==> src/rtl/ncq_pkg.sv <==
// Shared types and constants for the nearest color quantizer.
`default_nettype none
package ncq_pkg;

   localparam int MAX_COLORS = 16;
   localparam int IDX_W      = $clog2(MAX_COLORS);
   localparam int SEARCH_CAP = (MAX_COLORS < 16) ? MAX_COLORS : 16;
   localparam int CNT_W      = 5;
   localparam int DIST_W     = 18;

   localparam logic REQ_LOAD  = 1'b0;
   localparam logic REQ_PIXEL = 1'b1;

   typedef struct packed {
      logic       req_type;
      logic [3:0] entry_index;
      logic [7:0] entry_c0;
      logic [7:0] entry_c1;
      logic [7:0] entry_c2;
      logic [7:0] pixel_c0;
      logic [7:0] pixel_c1;
      logic [7:0] pixel_c2;
   } req_beat_type;

   typedef struct packed {
      logic [7:0] out_c0;
      logic [7:0] out_c1;
      logic [7:0] out_c2;
      logic [3:0] chosen_index;
   } rsp_beat_type;

   typedef struct packed {
      logic             load;
      logic             capture;
      logic             issue;
      logic             issue_first;
      logic             issue_last;
      logic [IDX_W-1:0] rd_idx;
      logic             publish;
   } dp_cmd_type;

   typedef struct packed {
      logic done;
      logic out_free;
   } dp_stat_type;

endpackage
`default_nettype wire

==> src/rtl/nearest_color_quantizer_top.sv <==
// Top level of the nearest color quantizer.
// Usage:
//   req channel (req_valid / req_stall / req_data): one beat is either a
//   palette load (req_type = load) that writes entry_index with entry_c0..2,
//   or a pixel (req_type = pixel) that is matched against palette entries
//   0 .. active_colors-1 by squared distance over all three channels.
//   rsp channel (rsp_valid / rsp_stall / rsp_data): one beat per pixel with
//   the winning color and its index; ties go to the lowest index. Loads give
//   no response beat.
//   csr port: csr_wr_en writes active_colors (0 acts as 1, above 16 acts as
//   16). Write only while the block is idle.
// Timing: a load is written at its accepting edge. A pixel's search reads
//   one entry per cycle; its result beat is valid once the last entry has
//   left the pipe and been published; no new beat is taken before that.
// Reset: synchronous, active high; clears control and sets active_colors to
//   1. Palette contents are undefined until loaded.
// Stall: a finished result sits in the output register; the next beat is
//   accepted meanwhile. A further search waits at its end until the output
//   register is free.
`default_nettype none
module nearest_color_quantizer_top (
   input  wire logic                    clock,
   input  wire logic                    reset,
   input  wire logic                    req_valid,
   output      logic                    req_stall,
   input  wire ncq_pkg::req_beat_type   req_data,
   output      logic                    rsp_valid,
   input  wire logic                    rsp_stall,
   output      ncq_pkg::rsp_beat_type   rsp_data,
   input  wire logic                    csr_wr_en,
   input  wire logic [4:0]              csr_wr_data
);
   import ncq_pkg::*;

   dp_cmd_type  cmd;
   dp_stat_type stat;

   // sequencer: accept, scan count, publish handshake
   ncq_ctrl u_ctrl (
      .clock       (clock),
      .reset       (reset),
      .req_valid   (req_valid),
      .req_stall   (req_stall),
      .req_type    (req_data.req_type),
      .csr_wr_en   (csr_wr_en),
      .csr_wr_data (csr_wr_data),
      .stat        (stat),
      .cmd         (cmd)
   );

   // palette memory, 3-stage distance/compare pipe, output register
   ncq_datapath u_datapath (
      .clock     (clock),
      .reset     (reset),
      .req_data  (req_data),
      .cmd       (cmd),
      .stat      (stat),
      .rsp_valid (rsp_valid),
      .rsp_stall (rsp_stall),
      .rsp_data  (rsp_data)
   );

endmodule
`default_nettype wire

==> src/rtl/ncq_ctrl.sv <==
// Controller: accepts beats, sequences the palette scan, publishes results.
`default_nettype none
module ncq_ctrl (
   input  wire logic                    clock,
   input  wire logic                    reset,
   input  wire logic                    req_valid,
   output      logic                    req_stall,
   input  wire logic                    req_type,
   input  wire logic                    csr_wr_en,
   input  wire logic [4:0]              csr_wr_data,
   input  wire ncq_pkg::dp_stat_type    stat,
   output      ncq_pkg::dp_cmd_type     cmd
);
   import ncq_pkg::*;

   typedef enum logic [1:0] {ST_IDLE, ST_SCAN, ST_FINISH} state_type;

   state_type        state_ff, state_in;
   logic [IDX_W-1:0] idx_ff, idx_in;
   logic [IDX_W-1:0] last_ff, last_in;
   logic [CNT_W-1:0] active_ff;
   logic [IDX_W-1:0] clamp_last;
   logic             accept;

   // zero searches entry 0 only; large counts saturate at the table size
   always_comb begin
      if (active_ff == '0) begin
         clamp_last = '0;
      end else if (active_ff > CNT_W'(SEARCH_CAP)) begin
         clamp_last = IDX_W'(SEARCH_CAP - 1);
      end else begin
         clamp_last = IDX_W'(active_ff - CNT_W'(1));
      end
   end

   assign req_stall = (state_ff != ST_IDLE);
   assign accept    = req_valid && (state_ff == ST_IDLE);

   always_comb begin
      state_in        = state_ff;
      idx_in          = idx_ff;
      last_in         = last_ff;
      cmd             = '0;
      cmd.rd_idx      = idx_ff;
      case (state_ff)
         ST_IDLE: begin
            if (accept) begin
               if (req_type == REQ_PIXEL) begin
                  cmd.capture = 1'b1;
                  idx_in      = '0;
                  last_in     = clamp_last;
                  state_in    = ST_SCAN;
               end else begin
                  cmd.load = 1'b1;
               end
            end
         end
         ST_SCAN: begin
            cmd.issue       = 1'b1;
            cmd.issue_first = (idx_ff == '0);
            cmd.issue_last  = (idx_ff == last_ff);
            if (idx_ff == last_ff) begin
               state_in = ST_FINISH;
            end else begin
               idx_in = idx_ff + IDX_W'(1);
            end
         end
         ST_FINISH: begin
            if (stat.done && stat.out_free) begin
               cmd.publish = 1'b1;
               state_in    = ST_IDLE;
            end
         end
         default: begin
            state_in = ST_IDLE;
         end
      endcase
   end

   always_ff @(posedge clock) begin
      if (reset) begin
         state_ff  <= ST_IDLE;
         idx_ff    <= '0;
         last_ff   <= '0;
         active_ff <= CNT_W'(1);
      end else begin
         state_ff <= state_in;
         idx_ff   <= idx_in;
         last_ff  <= last_in;
         if (csr_wr_en) begin
            active_ff <= csr_wr_data;
         end
      end
   end

   a_scan_in_range: assert property (@(posedge clock) disable iff (reset)
      (state_ff == ST_SCAN) |-> (idx_ff <= last_ff))
      else $error("scan index past last entry");

   a_publish_when_done: assert property (@(posedge clock) disable iff (reset)
      cmd.publish |-> (state_ff == ST_FINISH) && stat.done)
      else $error("publish without finished search");

   a_no_issue_idle: assert property (@(posedge clock) disable iff (reset)
      (state_ff == ST_IDLE) |-> !cmd.issue && !cmd.publish)
      else $error("datapath command while idle");

endmodule
`default_nettype wire

==> src/rtl/ncq_datapath.sv <==
// Datapath: palette memory, distance pipeline, best tracker, output register.
`default_nettype none
module ncq_datapath (
   input  wire logic                    clock,
   input  wire logic                    reset,
   input  wire ncq_pkg::req_beat_type   req_data,
   input  wire ncq_pkg::dp_cmd_type     cmd,
   output      ncq_pkg::dp_stat_type    stat,
   output      logic                    rsp_valid,
   input  wire logic                    rsp_stall,
   output      ncq_pkg::rsp_beat_type   rsp_data
);
   import ncq_pkg::*;

   logic [23:0]       palette_mem [MAX_COLORS];

   logic [7:0]        pix0_ff, pix1_ff, pix2_ff;

   // stage 1: read data
   logic              s1_valid_ff, s1_first_ff, s1_last_ff;
   logic [IDX_W-1:0]  s1_idx_ff;
   logic [23:0]       s1_color_ff;

   // stage 2: channel squares
   logic              s2_valid_ff, s2_first_ff, s2_last_ff;
   logic [IDX_W-1:0]  s2_idx_ff;
   logic [23:0]       s2_color_ff;
   logic [15:0]       sq0_ff, sq1_ff, sq2_ff;

   // best so far
   logic [DIST_W-1:0] best_dist_ff;
   logic [IDX_W-1:0]  best_idx_ff;
   logic [23:0]       best_color_ff;
   logic              done_ff;

   logic              rsp_valid_ff;
   rsp_beat_type      rsp_data_ff;

   logic [7:0]        d0, d1, d2;
   logic [DIST_W-1:0] dist_sum;
   logic              take;

   // load beats always land inside the 16-entry table, whatever active_colors is
   always_ff @(posedge clock) begin
      if (cmd.load) begin
         palette_mem[req_data.entry_index[IDX_W-1:0]] <=
            {req_data.entry_c0, req_data.entry_c1, req_data.entry_c2};
      end
      if (cmd.issue) begin
         s1_color_ff <= palette_mem[cmd.rd_idx];
      end
   end

   always_comb begin
      d0 = (pix0_ff > s1_color_ff[23:16]) ? pix0_ff - s1_color_ff[23:16]
                                           : s1_color_ff[23:16] - pix0_ff;
      d1 = (pix1_ff > s1_color_ff[15:8])  ? pix1_ff - s1_color_ff[15:8]
                                           : s1_color_ff[15:8] - pix1_ff;
      d2 = (pix2_ff > s1_color_ff[7:0])   ? pix2_ff - s1_color_ff[7:0]
                                           : s1_color_ff[7:0] - pix2_ff;
   end

   assign dist_sum = DIST_W'(sq0_ff) + DIST_W'(sq1_ff) + DIST_W'(sq2_ff);
   // strict less-than keeps the lowest index on ties
   assign take = s2_valid_ff && (s2_first_ff || (dist_sum < best_dist_ff));

   always_ff @(posedge clock) begin
      if (cmd.capture) begin
         pix0_ff <= req_data.pixel_c0;
         pix1_ff <= req_data.pixel_c1;
         pix2_ff <= req_data.pixel_c2;
      end
      s1_first_ff <= cmd.issue_first;
      s1_last_ff  <= cmd.issue_last;
      s1_idx_ff   <= cmd.rd_idx;
      s2_first_ff <= s1_first_ff;
      s2_last_ff  <= s1_last_ff;
      s2_idx_ff   <= s1_idx_ff;
      s2_color_ff <= s1_color_ff;
      sq0_ff      <= d0 * d0;
      sq1_ff      <= d1 * d1;
      sq2_ff      <= d2 * d2;
      if (take) begin
         best_dist_ff  <= dist_sum;
         best_idx_ff   <= s2_idx_ff;
         best_color_ff <= s2_color_ff;
      end
      if (cmd.publish) begin
         rsp_data_ff.out_c0       <= best_color_ff[23:16];
         rsp_data_ff.out_c1       <= best_color_ff[15:8];
         rsp_data_ff.out_c2       <= best_color_ff[7:0];
         rsp_data_ff.chosen_index <= 4'(best_idx_ff);
      end
   end

   always_ff @(posedge clock) begin
      if (reset) begin
         s1_valid_ff  <= 1'b0;
         s2_valid_ff  <= 1'b0;
         done_ff      <= 1'b0;
         rsp_valid_ff <= 1'b0;
      end else begin
         s1_valid_ff <= cmd.issue;
         s2_valid_ff <= s1_valid_ff;
         if (cmd.publish) begin
            done_ff <= 1'b0;
         end else if (s2_valid_ff && s2_last_ff) begin
            done_ff <= 1'b1;
         end
         if (cmd.publish) begin
            rsp_valid_ff <= 1'b1;
         end else if (!rsp_stall) begin
            rsp_valid_ff <= 1'b0;
         end
      end
   end

   assign stat.done     = done_ff;
   assign stat.out_free = !rsp_valid_ff || !rsp_stall;
   assign rsp_valid     = rsp_valid_ff;
   assign rsp_data      = rsp_data_ff;

   a_done_drained: assert property (@(posedge clock) disable iff (reset)
      done_ff |-> !s1_valid_ff && !s2_valid_ff)
      else $error("search done while entries still in flight");

   a_rsp_from_publish: assert property (@(posedge clock) disable iff (reset)
      $rose(rsp_valid_ff) |-> $past(cmd.publish))
      else $error("result beat without publish");

   a_no_overwrite: assert property (@(posedge clock) disable iff (reset)
      cmd.publish |-> stat.out_free)
      else $error("publish over a stalled result beat");

endmodule
`default_nettype wire
==> config.mk <==
export PLATFORM = sky130hd
export DESIGN_NAME = nearest_color_quantizer_top
export DESIGN_NICKNAME = d
export VERILOG_FILES = /design/src/rtl/ncq_pkg.sv /design/src/rtl/nearest_color_quantizer_top.sv /design/src/rtl/ncq_ctrl.sv /design/src/rtl/ncq_datapath.sv
export SDC_FILE = /design/constraint.sdc
export NUM_CORES = 1
export LEC_CHECK = 0
export ABC_AREA = 1
export BUFFER_PORTS_ARGS = -buffer_cell sky130_fd_sc_hd__buf_2
export CORE_MARGIN = 2
export CORE_UTILIZATION = 40
export DETAILED_ROUTE_END_ITERATION = 8
export PLACE_DENSITY_LB_ADDON = 0.15
export SLEW_MARGIN = 20
export SYNTH_ARGS = -nofsm -noshare
export SYNTH_HDL_FRONTEND = slang
export SYNTH_HIERARCHICAL = 1
export SYNTH_SLANG_ARGS = --single-unit
export TNS_END_PERCENT = 20
==> constraint.sdc <==
create_clock -name clock -period 10.3 [get_ports clock]
set_clock_uncertainty 0.2 [all_clocks]
set_input_delay 2.575 -clock clock [delete_from_list [all_inputs] [get_ports clock]]
set_output_delay 2.575 -clock clock [all_outputs]
set_load 0.01 [all_outputs]
==> flow_metrics.env, run 1 <==
export IMPL_yosysWarnings=6
export IMPL_cp_arrival_ns=6.24
export IMPL_cp_start_kind="register"
export IMPL_end_kind="register"
export IMPL_start_util=0.404
export IMPL_ios=93
export IMPL_io_buffers=92
export IMPL_synthToLayoutAreaGrowth_pct=13.0
export IMPL_drtAntennaViolNets=0
export IMPL_clockBufferDepth=3
export IMPL_powerDensity_mw_per_mm2=292
export IMPL_slowest_delay_ns=0.54
export IMPL_maxCapViolCount=0
export IMPL_layout_commonest_cell="edfxtp_1"
export IMPL_cts_max_level=3
export IMPL_vias=19400
export IMPL_root_buffer="clkbuf_16"
export IMPL_grt_setup_unrepaired="no"
export IMPL_fp_row_count=101
export IMPL_vias_per_cell=4.94
export IMPL_synth_main_ff_cell="edfxtp_1"
export IMPL_numCtsBuffers=70
export IMPL_cpMostUsedCell="nand2_1"
export IMPL_wl_per_cell_um=17.8
export IMPL_grt_max_degree=181
export IMPL_synthDistinctLibCells=50
export IMPL_ys_async_sr_fraction=0
export IMPL_ys_ff_latch=606
export IMPL_gp_congestion=0.867
export IMPL_synth_seq_area_share=0.561
export IMPL_path_buf_inv=5
export IMPL_tns_ns=0
export IMPL_die_h_um=281
export IMPL_fmax_mhz=169
export IMPL_peakVddDrop_mv=0.229
export IMPL_tightest_slew_ns=1.12
export IMPL_syn_inst=2741
export IMPL_syn_area_mm2=0.0307
export IMPL_antenna_found_initial=13
export IMPL_first_iter_violations=1104
export IMPL_grt_overflow=0
export IMPL_relSlewSlack=0.254
export IMPL_worstSkewPairLatency_ns=0.62
export IMPL_leakagePower_nw=14.2
export IMPL_holdBufCountCts=0
export IMPL_hold_viol_final=0
export IMPL_wl_um=70100
export IMPL_fin_nets=3177
export IMPL_post_route_period_util=0.576
export IMPL_cts_tree="yes"
export IMPL_cts_clk_slew_worst_paths_ns=0.06
export IMPL_synth_edff_count=506
export IMPL_syn_area_per_cell_um2=11.2
export IMPL_core_area_mm2=0.0759
export IMPL_final_util=0.456
export IMPL_grt_use_total=0.181
export IMPL_dpl_hpwl_um=45800
export IMPL_grt_pass1_wl_um=110000
export IMPL_status="complete, no violations"
export IMPL_die_w_um=281
export IMPL_cpLargestDelayFamily="adder cells"
export IMPL_crit_fanout=9
export IMPL_post_cts_resized=0
export IMPL_final_cell_mix="506 x edfxtp_1, 439 x inv_1, 382 x nand2_1, 180 x a21oi_1, 170 x ha_1"
export IMPL_slew_viol_final=0
export IMPL_critical_path_class="reg2reg"
export IMPL_setup_viol=0
export IMPL_drc=0
export IMPL_n_fill_cell=6957
export IMPL_crit_slowest_cell="fa_1"
export IMPL_drive_above_1_share=0.110
export IMPL_postCtsSetupBuffers=0
export IMPL_holdCritPathClass="reg2reg"
export IMPL_cts_num_sinks=606
export IMPL_critPathRequiredTime_ns=10.61
export IMPL_power_mw=10.1
export IMPL_first_pass_iters=5
export IMPL_dieArea_mm2=0.0789
export IMPL_grt_pass1_vias=19400
export IMPL_finalCriticalPeriod_ns=5.93
synth_stat cells (5+ instances only):
library cell | count | area, um^2
nand2_1 | 382 | 1430
mux2i_1 | 96 | 961
dfxtp_1 | 100 | 2000
nand2_4 | 10 | 113
nand4_1 | 18 | 113
o211ai_1 | 96 | 721
xor2_1 | 47 | 412
fa_1 | 97 | 1940
inv_2 | 18 | 67.6
o21ai_0 | 151 | 756
nor2_2 | 9 | 56.3
xnor2_1 | 21 | 184
nor2_1 | 129 | 484
or2_2 | 5 | 31.3
buf_1 | 9 | 33.8
a21boi_0 | 5 | 37.5
nand3_1 | 103 | 515
clkbuf_1 | 35 | 131
a21oi_1 | 180 | 901
ha_1 | 170 | 2130
buf_4 | 13 | 97.6
a21o_1 | 5 | 37.5
inv_1 | 439 | 1650
edfxtp_1 | 506 | 15200
buf_2 | 22 | 110
nand2_2 | 28 | 175
metal layers:
metal,track usage,up-vias,wire length (um),share of wire
li1,-,9459,-,-
met1,0.234,9487,31000,0.44
met2,0.313,325,34700,0.50
met3,0.0293,116,2740,0.039
met4,0.0514,12,1550,0.022
met5,0,-,69,0.00098
metrics by stage:
| step | instance area, um^2 | std cells | hold WS [ns] | setup slack (ns) |
|---|---|---|---|---|
| after CTS | 34500 | 3921 | 0.126 | 4.35 |
| after global routing | 34600 | 3929 | 0.133 | 3.97 |
| after floorplan | 30700 | 2742 | 0.110 | 3.65 |
| after global placement | 32300 | 3798 | 0.114 | 4.54 |
| final | 34700 | 3930 | 0.125 | 4.37 |
| after detailed placement | 32300 | 3799 | 0.112 | 4.38 |
cell families (layout without fill, tap and decap cells):
family	Yosys count	after routing	share of synthesized area
AOI/OAI and AO/OA	458	458	0.0858
xor gates and xnor gates	68	68	0.0194
adders and majority gates	267	267	0.133
buffers and inverters	544	699	0.0702
DFF	606	606	0.561
muxes	96	96	0.0313
other	2	6	0.000245
and+or+nand+nor	700	700	0.0994
flip-flops by register name (all words and copies together) (netlist names), 5 cells and up:
name and cells:
u_datapath/pix2_ff 8, u_datapath/palette_mem 384, u_datapath/pix0_ff 8, u_datapath/sq2_ff 15, u_datapath/s1_color_ff 24, u_datapath/pix1_ff 8, u_datapath/sq0_ff 15, u_datapath/rsp_data 28
u_ctrl/active_ff 5, u_datapath/s2_color_ff 24, u_datapath/best_color_ff 24, u_datapath/best_dist_ff 18, u_datapath/sq1_ff 15
worst paths after layout:
path                         startpoint                      end  slack, ns  cells past startpoint
min reg2reg     u_datapath/s1_idx_ff[2]  u_datapath/s2_idx_ff[2]       0.13                      0
min             u_datapath/s1_idx_ff[2]  u_datapath/s2_idx_ff[2]       0.13                      0
max          u_datapath/s1_color_ff[16]    u_datapath/sq0_ff[13]       4.37                     27
max reg2reg  u_datapath/s1_color_ff[16]    u_datapath/sq0_ff[13]       4.37                     27
where the power goes:
group	total (mW)	switching, mW	internal (mW)	leakage (nW)
clock	2.33	0.982	1.35	1.06
sequential	3.01	0.0846	2.93	5.40
combinational	4.76	2.91	1.85	7.73
cell type report:
type	count	area, um^2	area share
well taps	1030	1290	0.0372
inverters	461	1740	0.0501
repair buffers	116	786	0.0227
clock inverters	31	244	0.00704
multi-input cells	1592	11500	0.331
flip-flops and latches	606	17200	0.497
diodes	3	7.51	0.000217
clock buffers	91	1920	0.0555
Note: power is estimated with default switching activity, not from simulation.
==> run 2, diff against run 1 <==
==> constraint.sdc (replaced) <==
create_clock -name clock -period 5.2 [get_ports clock]
set_clock_uncertainty 0.2 [all_clocks]
set_input_delay 1.3 -clock clock [delete_from_list [all_inputs] [get_ports clock]]
set_output_delay 1.3 -clock clock [all_outputs]
set_load 0.01 [all_outputs]
==> flow_metrics.env, run 2 (same netlist as run 1, synthesis figures left out) <==
export IMPL_crit_slowest_cell="fa_1"
export IMPL_setup_viol=1
export IMPL_drive_above_1_share=0.230
export IMPL_fin_cells=4157
export IMPL_slew_viol_final=0
export IMPL_cp_arrival_ns=5.49
export IMPL_power_mw=23.8
export IMPL_clockBufferDepth=3
export IMPL_finalCriticalPeriod_ns=5.20
export IMPL_dpl_hpwl_um=48100
export IMPL_stdcell_area_mm2=0.0373
export IMPL_p_seq_frac=0.251
export IMPL_powerDensity_mw_per_mm2=639
export IMPL_n_fill_cell=6791
export IMPL_grt_pass1_vias=20400
export IMPL_p_comb_frac=0.552
export IMPL_cts_num_sinks=606
export IMPL_first_pass_iters=5
export IMPL_crit_fanout=5
export IMPL_fmax_mhz=192
export IMPL_setup_ws_ns=-0.00117
export IMPL_hold_viol_final=0
export IMPL_end_kind="register"
export IMPL_grt_use_total=0.188
export IMPL_cts_max_level=3
export IMPL_netSwitchingFraction=0.389
export IMPL_vias=20400
export IMPL_die_h_um=281
export IMPL_relSlewSlack=0.296
export IMPL_final_cell_mix="506 x edfxtp_1, 416 x inv_1, 345 x nand2_1, 229 x buf_4, 157 x a21oi_1"
export IMPL_fin_nets=3401
export IMPL_die_w_um=281
export IMPL_critical_path_class="reg2reg"
export IMPL_maxCapViolCount=0
export IMPL_numCtsBuffers=68
export IMPL_cts_tree="yes"
export IMPL_ios=93
export IMPL_place_area_mm2=0.0339
export IMPL_core_area_mm2=0.0759
export IMPL_wl_um=73600
export IMPL_tightest_slew_ns=1.06
export IMPL_grt_overflow=0
export IMPL_violations="setup timing"
export IMPL_cpMostUsedCell="nand2_4"
export IMPL_p_switching_mw=9.25
export IMPL_io_buffers=92
export IMPL_dieArea_mm2=0.0789
export IMPL_drtAntennaViolNets=0
export IMPL_slowest_delay_ns=0.56
export IMPL_hold_slack_ns=0.127
export IMPL_critPathRequiredTime_ns=5.49
export IMPL_synthToLayoutAreaGrowth_pct=21.5
export IMPL_start_util=0.404
export IMPL_antenna_found_initial=10
export IMPL_status="complete, but fails checks"
export IMPL_leakagePower_nw=15.4
export IMPL_intPower_mw=14.6
export IMPL_cts_clk_slew_worst_paths_ns=0.06
export IMPL_largest_reg_flops=384
export IMPL_tns_ns=-0.00117
export IMPL_cp_start_kind="register"
export IMPL_first_iter_violations=1116
export IMPL_place_inst=4008
export IMPL_holdCritPathClass="reg2reg"
export IMPL_peakVddDrop_mv=0.629
export IMPL_wl_per_cell_um=17.7
export IMPL_fp_row_count=101
export IMPL_grt_max_degree=93
export IMPL_grt_setup_unrepaired="yes"
export IMPL_vias_per_cell=4.90
export IMPL_holdBufCountCts=0
export IMPL_post_route_period_util=1.00
export IMPL_worstSkewPairLatency_ns=0.62
export IMPL_root_buffer="clkbuf_16"
export IMPL_gp_congestion=0.839
export IMPL_grt_pass1_wl_um=114000
export IMPL_layout_commonest_cell="edfxtp_1"
export IMPL_drc=0
export IMPL_clockPowerShare=0.196
run 2: cell count changes in the layout (fill, tap and decap cells not counted), sizes merged, moves of 3 or more:
cell    delta
buf      +225
bufinv     +3
clkbuf     -4
clkinv     +3
run 2: stage by stage:
stage,setup WS (ns),util
2_1_floorplan,-0.180,-
4_1_cts,-0.0296,0.482
3_5_place_dp,-0.332,0.447
6_report,-0.00117,0.491
3_3_place_gp,-0.258,0.447
5_1_grt,-0.258,0.491
run 2: critical path, delay by kind of cell (launching register included):
| family | cells | cell delay, ns |
|---|---|---|
| AOI/OAI and AO/OA | 4 | 0.49 |
| buffers and inverters | 5 | 0.32 |
| DFF | 1 | 0.38 |
| adders and majority gates | 7 | 2.91 |
| and+or+nand+nor | 8 | 0.63 |
| xor gates and xnor gates | 1 | 0.15 |
run 2: layout make-up:
| class | instances | area, um^2 | area share |
|---|---|---|---|
| tap | 1030 | 1290 | 0.0346 |
| antenna | 2 | 5.00 | 0.000134 |
| clock inverter | 37 | 367 | 0.00984 |
| timing repair buffer | 341 | 2470 | 0.0664 |
| inverter | 461 | 1740 | 0.0467 |
| sequential | 606 | 17200 | 0.462 |
| clock buffer | 87 | 1830 | 0.0492 |
| multi-input combinational | 1593 | 12300 | 0.331 |
run 2: per-layer routing:
metal	share of wire	track usage	vias up
li1	-	-	9936
met1	0.45	0.246	10000
met5	0.0012	0	-
met3	0.038	0.0283	92
met2	0.49	0.325	297
met4	0.017	0.0494	14
run 2: path summary, 6_finish.rpt:
check | depth (start not counted) | slack (ns) | start | to
hold / removal | 0 | 0.13 | u_datapath/s1_idx_ff[2] | u_datapath/s2_idx_ff[2]
setup reg to reg | 25 | -0.001 | u_datapath/pix1_ff[0] | u_datapath/sq1_ff[12]
setup / recovery | 25 | -0.001 | u_datapath/pix1_ff[0] | u_datapath/sq1_ff[12]
hold reg to reg | 0 | 0.13 | u_datapath/s1_idx_ff[2] | u_datapath/s2_idx_ff[2]
run 2: what timing repair did:
action | CTS | global route
setup buffers | 7 | 15
pin swaps | 23 | 71
cloned | 1 | 0
setup endpoints to repair | 22 | 29
resized for setup | 95 | 136
run 2: power groups by stage:
stage / clock network [mW] / registers, mW / logic, mW
floorplan: 0 / 5.99 / 7.31
global placement: 0 / 6.10 / 10.8
detailed placement: 0 / 6.09 / 11.0
CTS: 4.81 / 5.99 / 12.0
global route: 5.00 / 6.01 / 14.8
finish: 4.68 / 5.98 / 13.2
==> run 3, diff against run 2 <==
--- a/config.mk
+++ b/config.mk
@@ -5,7 +5,6 @@
 export SDC_FILE = /design/constraint.sdc
 export NUM_CORES = 1
 export LEC_CHECK = 0
-export ABC_AREA = 1
 export BUFFER_PORTS_ARGS = -buffer_cell sky130_fd_sc_hd__buf_2
 export CORE_MARGIN = 2
 export CORE_UTILIZATION = 40
==> flow_metrics.env, run 3 <==
export IMPL_gp_congestion=0.809
export IMPL_io_buffers=92
export IMPL_numCtsBuffers=66
export IMPL_violations="setup timing"
export IMPL_synthToLayoutAreaGrowth_pct=23.4
export IMPL_grt_max_degree=66
export IMPL_end_kind="register"
export IMPL_finalCriticalPeriod_ns=5.94
export IMPL_crit_fanout=6
export IMPL_drive_above_1_share=0.348
export IMPL_whs_endpoint="u_datapath/s2_idx_ff[2]"
export IMPL_grt_setup_unrepaired="yes"
export IMPL_hold_viol_final=0
export IMPL_vias=16400
export IMPL_peakVddDrop_mv=0.646
export IMPL_tightest_slew_ns=1.08
export IMPL_core_area_mm2=0.0717
export IMPL_multiInputGateArea_mm2=0.0115
export IMPL_synth_most_common_cell="edfxtp_1"
export IMPL_post_route_period_util=1.14
export IMPL_dpl_hpwl_um=42700
export IMPL_final_util=0.500
export IMPL_hold_path_depth=0
export IMPL_cp_arrival_ns=6.22
export IMPL_cts_tree="yes"
export IMPL_stdcell_area_mm2=0.0358
export IMPL_synth_main_ff_cell="edfxtp_1"
export IMPL_drtAntennaViolNets=0
export IMPL_relSlewSlack=0.279
export IMPL_maxCapViolCount=0
export IMPL_setup_viol=27
export IMPL_grt_overflow=0
export IMPL_wl_um=63500
export IMPL_vias_per_cell=4.99
export IMPL_hold_slack_ns=0.125
export IMPL_rrSetupSlack_ns=-0.74
export IMPL_fin_nets=2627
export IMPL_ys_async_sr_fraction=0
export IMPL_leakagePower_nw=13.9
export IMPL_die_w_um=273
export IMPL_syn_inst=1880
export IMPL_ys_ff_latch=606
export IMPL_antenna_found_initial=7
export IMPL_yosys_area_top_type="edfxtp_1"
export IMPL_dieArea_mm2=0.0748
export IMPL_status="complete, but fails checks"
export IMPL_grt_use_total=0.174
export IMPL_largest_reg_flops=384
export IMPL_first_iter_violations=1017
export IMPL_ios=93
export IMPL_n_fill_cell=6144
export IMPL_slew_viol_final=0
export IMPL_yosysTopAreaCellShare=0.523
export IMPL_wl_per_cell_um=19.3
export IMPL_cts_clk_slew_worst_paths_ns=0.06
export IMPL_setup_ws_ns=-0.739
export IMPL_grt_pass1_wl_um=98500
export IMPL_fmax_mhz=168
export IMPL_timing_rr_end="u_datapath/sq0_ff[12]"
export IMPL_first_pass_iters=5
export IMPL_layout_commonest_cell="edfxtp_1"
export IMPL_synth_edff_count=506
export IMPL_worstHoldStart="u_datapath/s1_idx_ff[2]"
export IMPL_tns_ns=-13.00
export IMPL_start_util=0.405
export IMPL_holdCritPathClass="reg2reg"
export IMPL_place_area_mm2=0.0326
export IMPL_final_cell_mix="506 x edfxtp_1, 290 x buf_4, 199 x inv_1, 146 x ha_1, 120 x mux4_2"
export IMPL_clockBufferDepth=3
export IMPL_syn_area_per_cell_um2=15.4
export IMPL_drc=0
export IMPL_cts_max_level=3
export IMPL_holdBufCountCts=0
export IMPL_critical_path_class="reg2reg"
export IMPL_worstSkewPairLatency_ns=0.60
export IMPL_synth_area_leaders="edfxtp_1 52%, mux4_2 9.3%, ha_1 7.3%, dfxtp_1 6.9%, fa_1 6.7%"
export IMPL_powerDensity_mw_per_mm2=712
export IMPL_syn_area_mm2=0.0290
export IMPL_root_buffer="clkbuf_16"
export IMPL_synth_seq_area_share=0.592
export IMPL_place_inst=3141
export IMPL_fin_cells=3296
export IMPL_die_h_um=273
export IMPL_synthDistinctLibCells=81
export IMPL_synth_commonest_cells="506 x edfxtp_1, 222 x inv_1, 170 x ha_1"
export IMPL_r2r_cells=22
export IMPL_grt_pass1_vias=17400
export IMPL_yosysWarnings=6
export IMPL_worstReg2RegStart="u_datapath/s1_color_ff[16]"
export IMPL_cts_num_sinks=606
export IMPL_fp_row_count=98
export IMPL_critPathRequiredTime_ns=5.48
export IMPL_seq_area_mm2=0.0172
export IMPL_cp_start_kind="register"
run 3: how the worst max path moves through the flow:
stage / startpoint / to / slack (ns) / cells past startpoint
after floorplan: u_datapath/pix2_ff[0] / u_datapath/sq2_ff[12] / -0.82 / 24
after global placement: u_datapath/s1_color_ff[16] / u_datapath/sq0_ff[12] / -0.98 / 22
final: u_datapath/s1_color_ff[16] / u_datapath/sq0_ff[12] / -0.74 / 22
after global routing: u_datapath/pix2_ff[0] / u_datapath/sq2_ff[12] / -0.94 / 24
after detailed placement: u_datapath/s1_color_ff[16] / u_datapath/sq0_ff[12] / -1.07 / 22
after CTS: u_datapath/pix2_ff[0] / u_datapath/sq2_ff[12] / -0.69 / 25
run 3: final cells by class:
| type | instances | share of cell area |
|---|---|---|
| sequential | 606 | 0.480 |
| clock inverter | 21 | 0.00785 |
| inverter | 225 | 0.0236 |
| antenna | 1 | 0.0000698 |
| timing repair buffer | 402 | 0.0817 |
| tap | 950 | 0.0332 |
| clock buffer | 95 | 0.0518 |
| multi-input combinational | 996 | 0.322 |
run 3: timing repair:
item,in CTS,in global routing
endpoints found under the setup margin,31,30
gates resized for setup,91,80
buffers inserted,16,21
endpoints found under the hold margin,0,0
pin swaps,58,50
run 3: where the power goes:
part | total (mW) | switching [mW] | internal [mW]
registers | 5.99 | 0.176 | 5.81
clock network | 4.62 | 1.83 | 2.79
logic | 14.9 | 7.27 | 7.65
run 3: critical path, cell delays in order (launching register included):
cell and delay, ns:
edfxtp_1 0.47, ha_2 0.23, fa_2 0.34, and2b_1 0.23, o2111ai_2 0.14, a31o_4 0.33
mux2i_4 0.21, xnor2_2 0.17, or2_4 0.27, fa_1 0.53, inv_2 0.04, fa_1 0.55
inv_2 0.04, fa_1 0.46, fa_1 0.51, inv_2 0.04, ha_4 0.22, inv_4 0.07
nor2_4 0.04, o31a_1 0.14, o22ai_4 0.22, nor4b_2 0.08, a311o_1 0.32
run 3: logic make-up after synthesis:
| kind of cell | after synthesis | share of synthesized area |
|---|---|---|
| flops | 606 | 0.592 |
| simple gates | 283 | 0.0479 |
| buf+inv | 279 | 0.0391 |
| fa+ha+maj | 267 | 0.140 |
| compound gates | 222 | 0.0518 |
| mux | 141 | 0.101 |
| xor+xnor | 80 | 0.0275 |
| other cells | 2 | 0.000259 |
run 3: stage by stage:
stage	setup slack (ns)	power, mW
3_5_place_dp	-1.07	18.8
6_report	-0.739	25.5
4_1_cts	-0.694	24.8
5_1_grt	-0.940	27.8
2_1_floorplan	-0.824	14.3
3_3_place_gp	-0.983	18.6
run 3: layer usage:
| layer | global-route usage | vias up | wire length (um) |
|---|---|---|---|
| li1 | - | 7723 | - |
| met1 | 0.223 | 8337 | 26900 |
| met2 | 0.301 | 275 | 32700 |
| met3 | 0.0310 | 99 | 2600 |
| met4 | 0.0495 | 8 | 1300 |
| met5 | 0 | - | 48 |
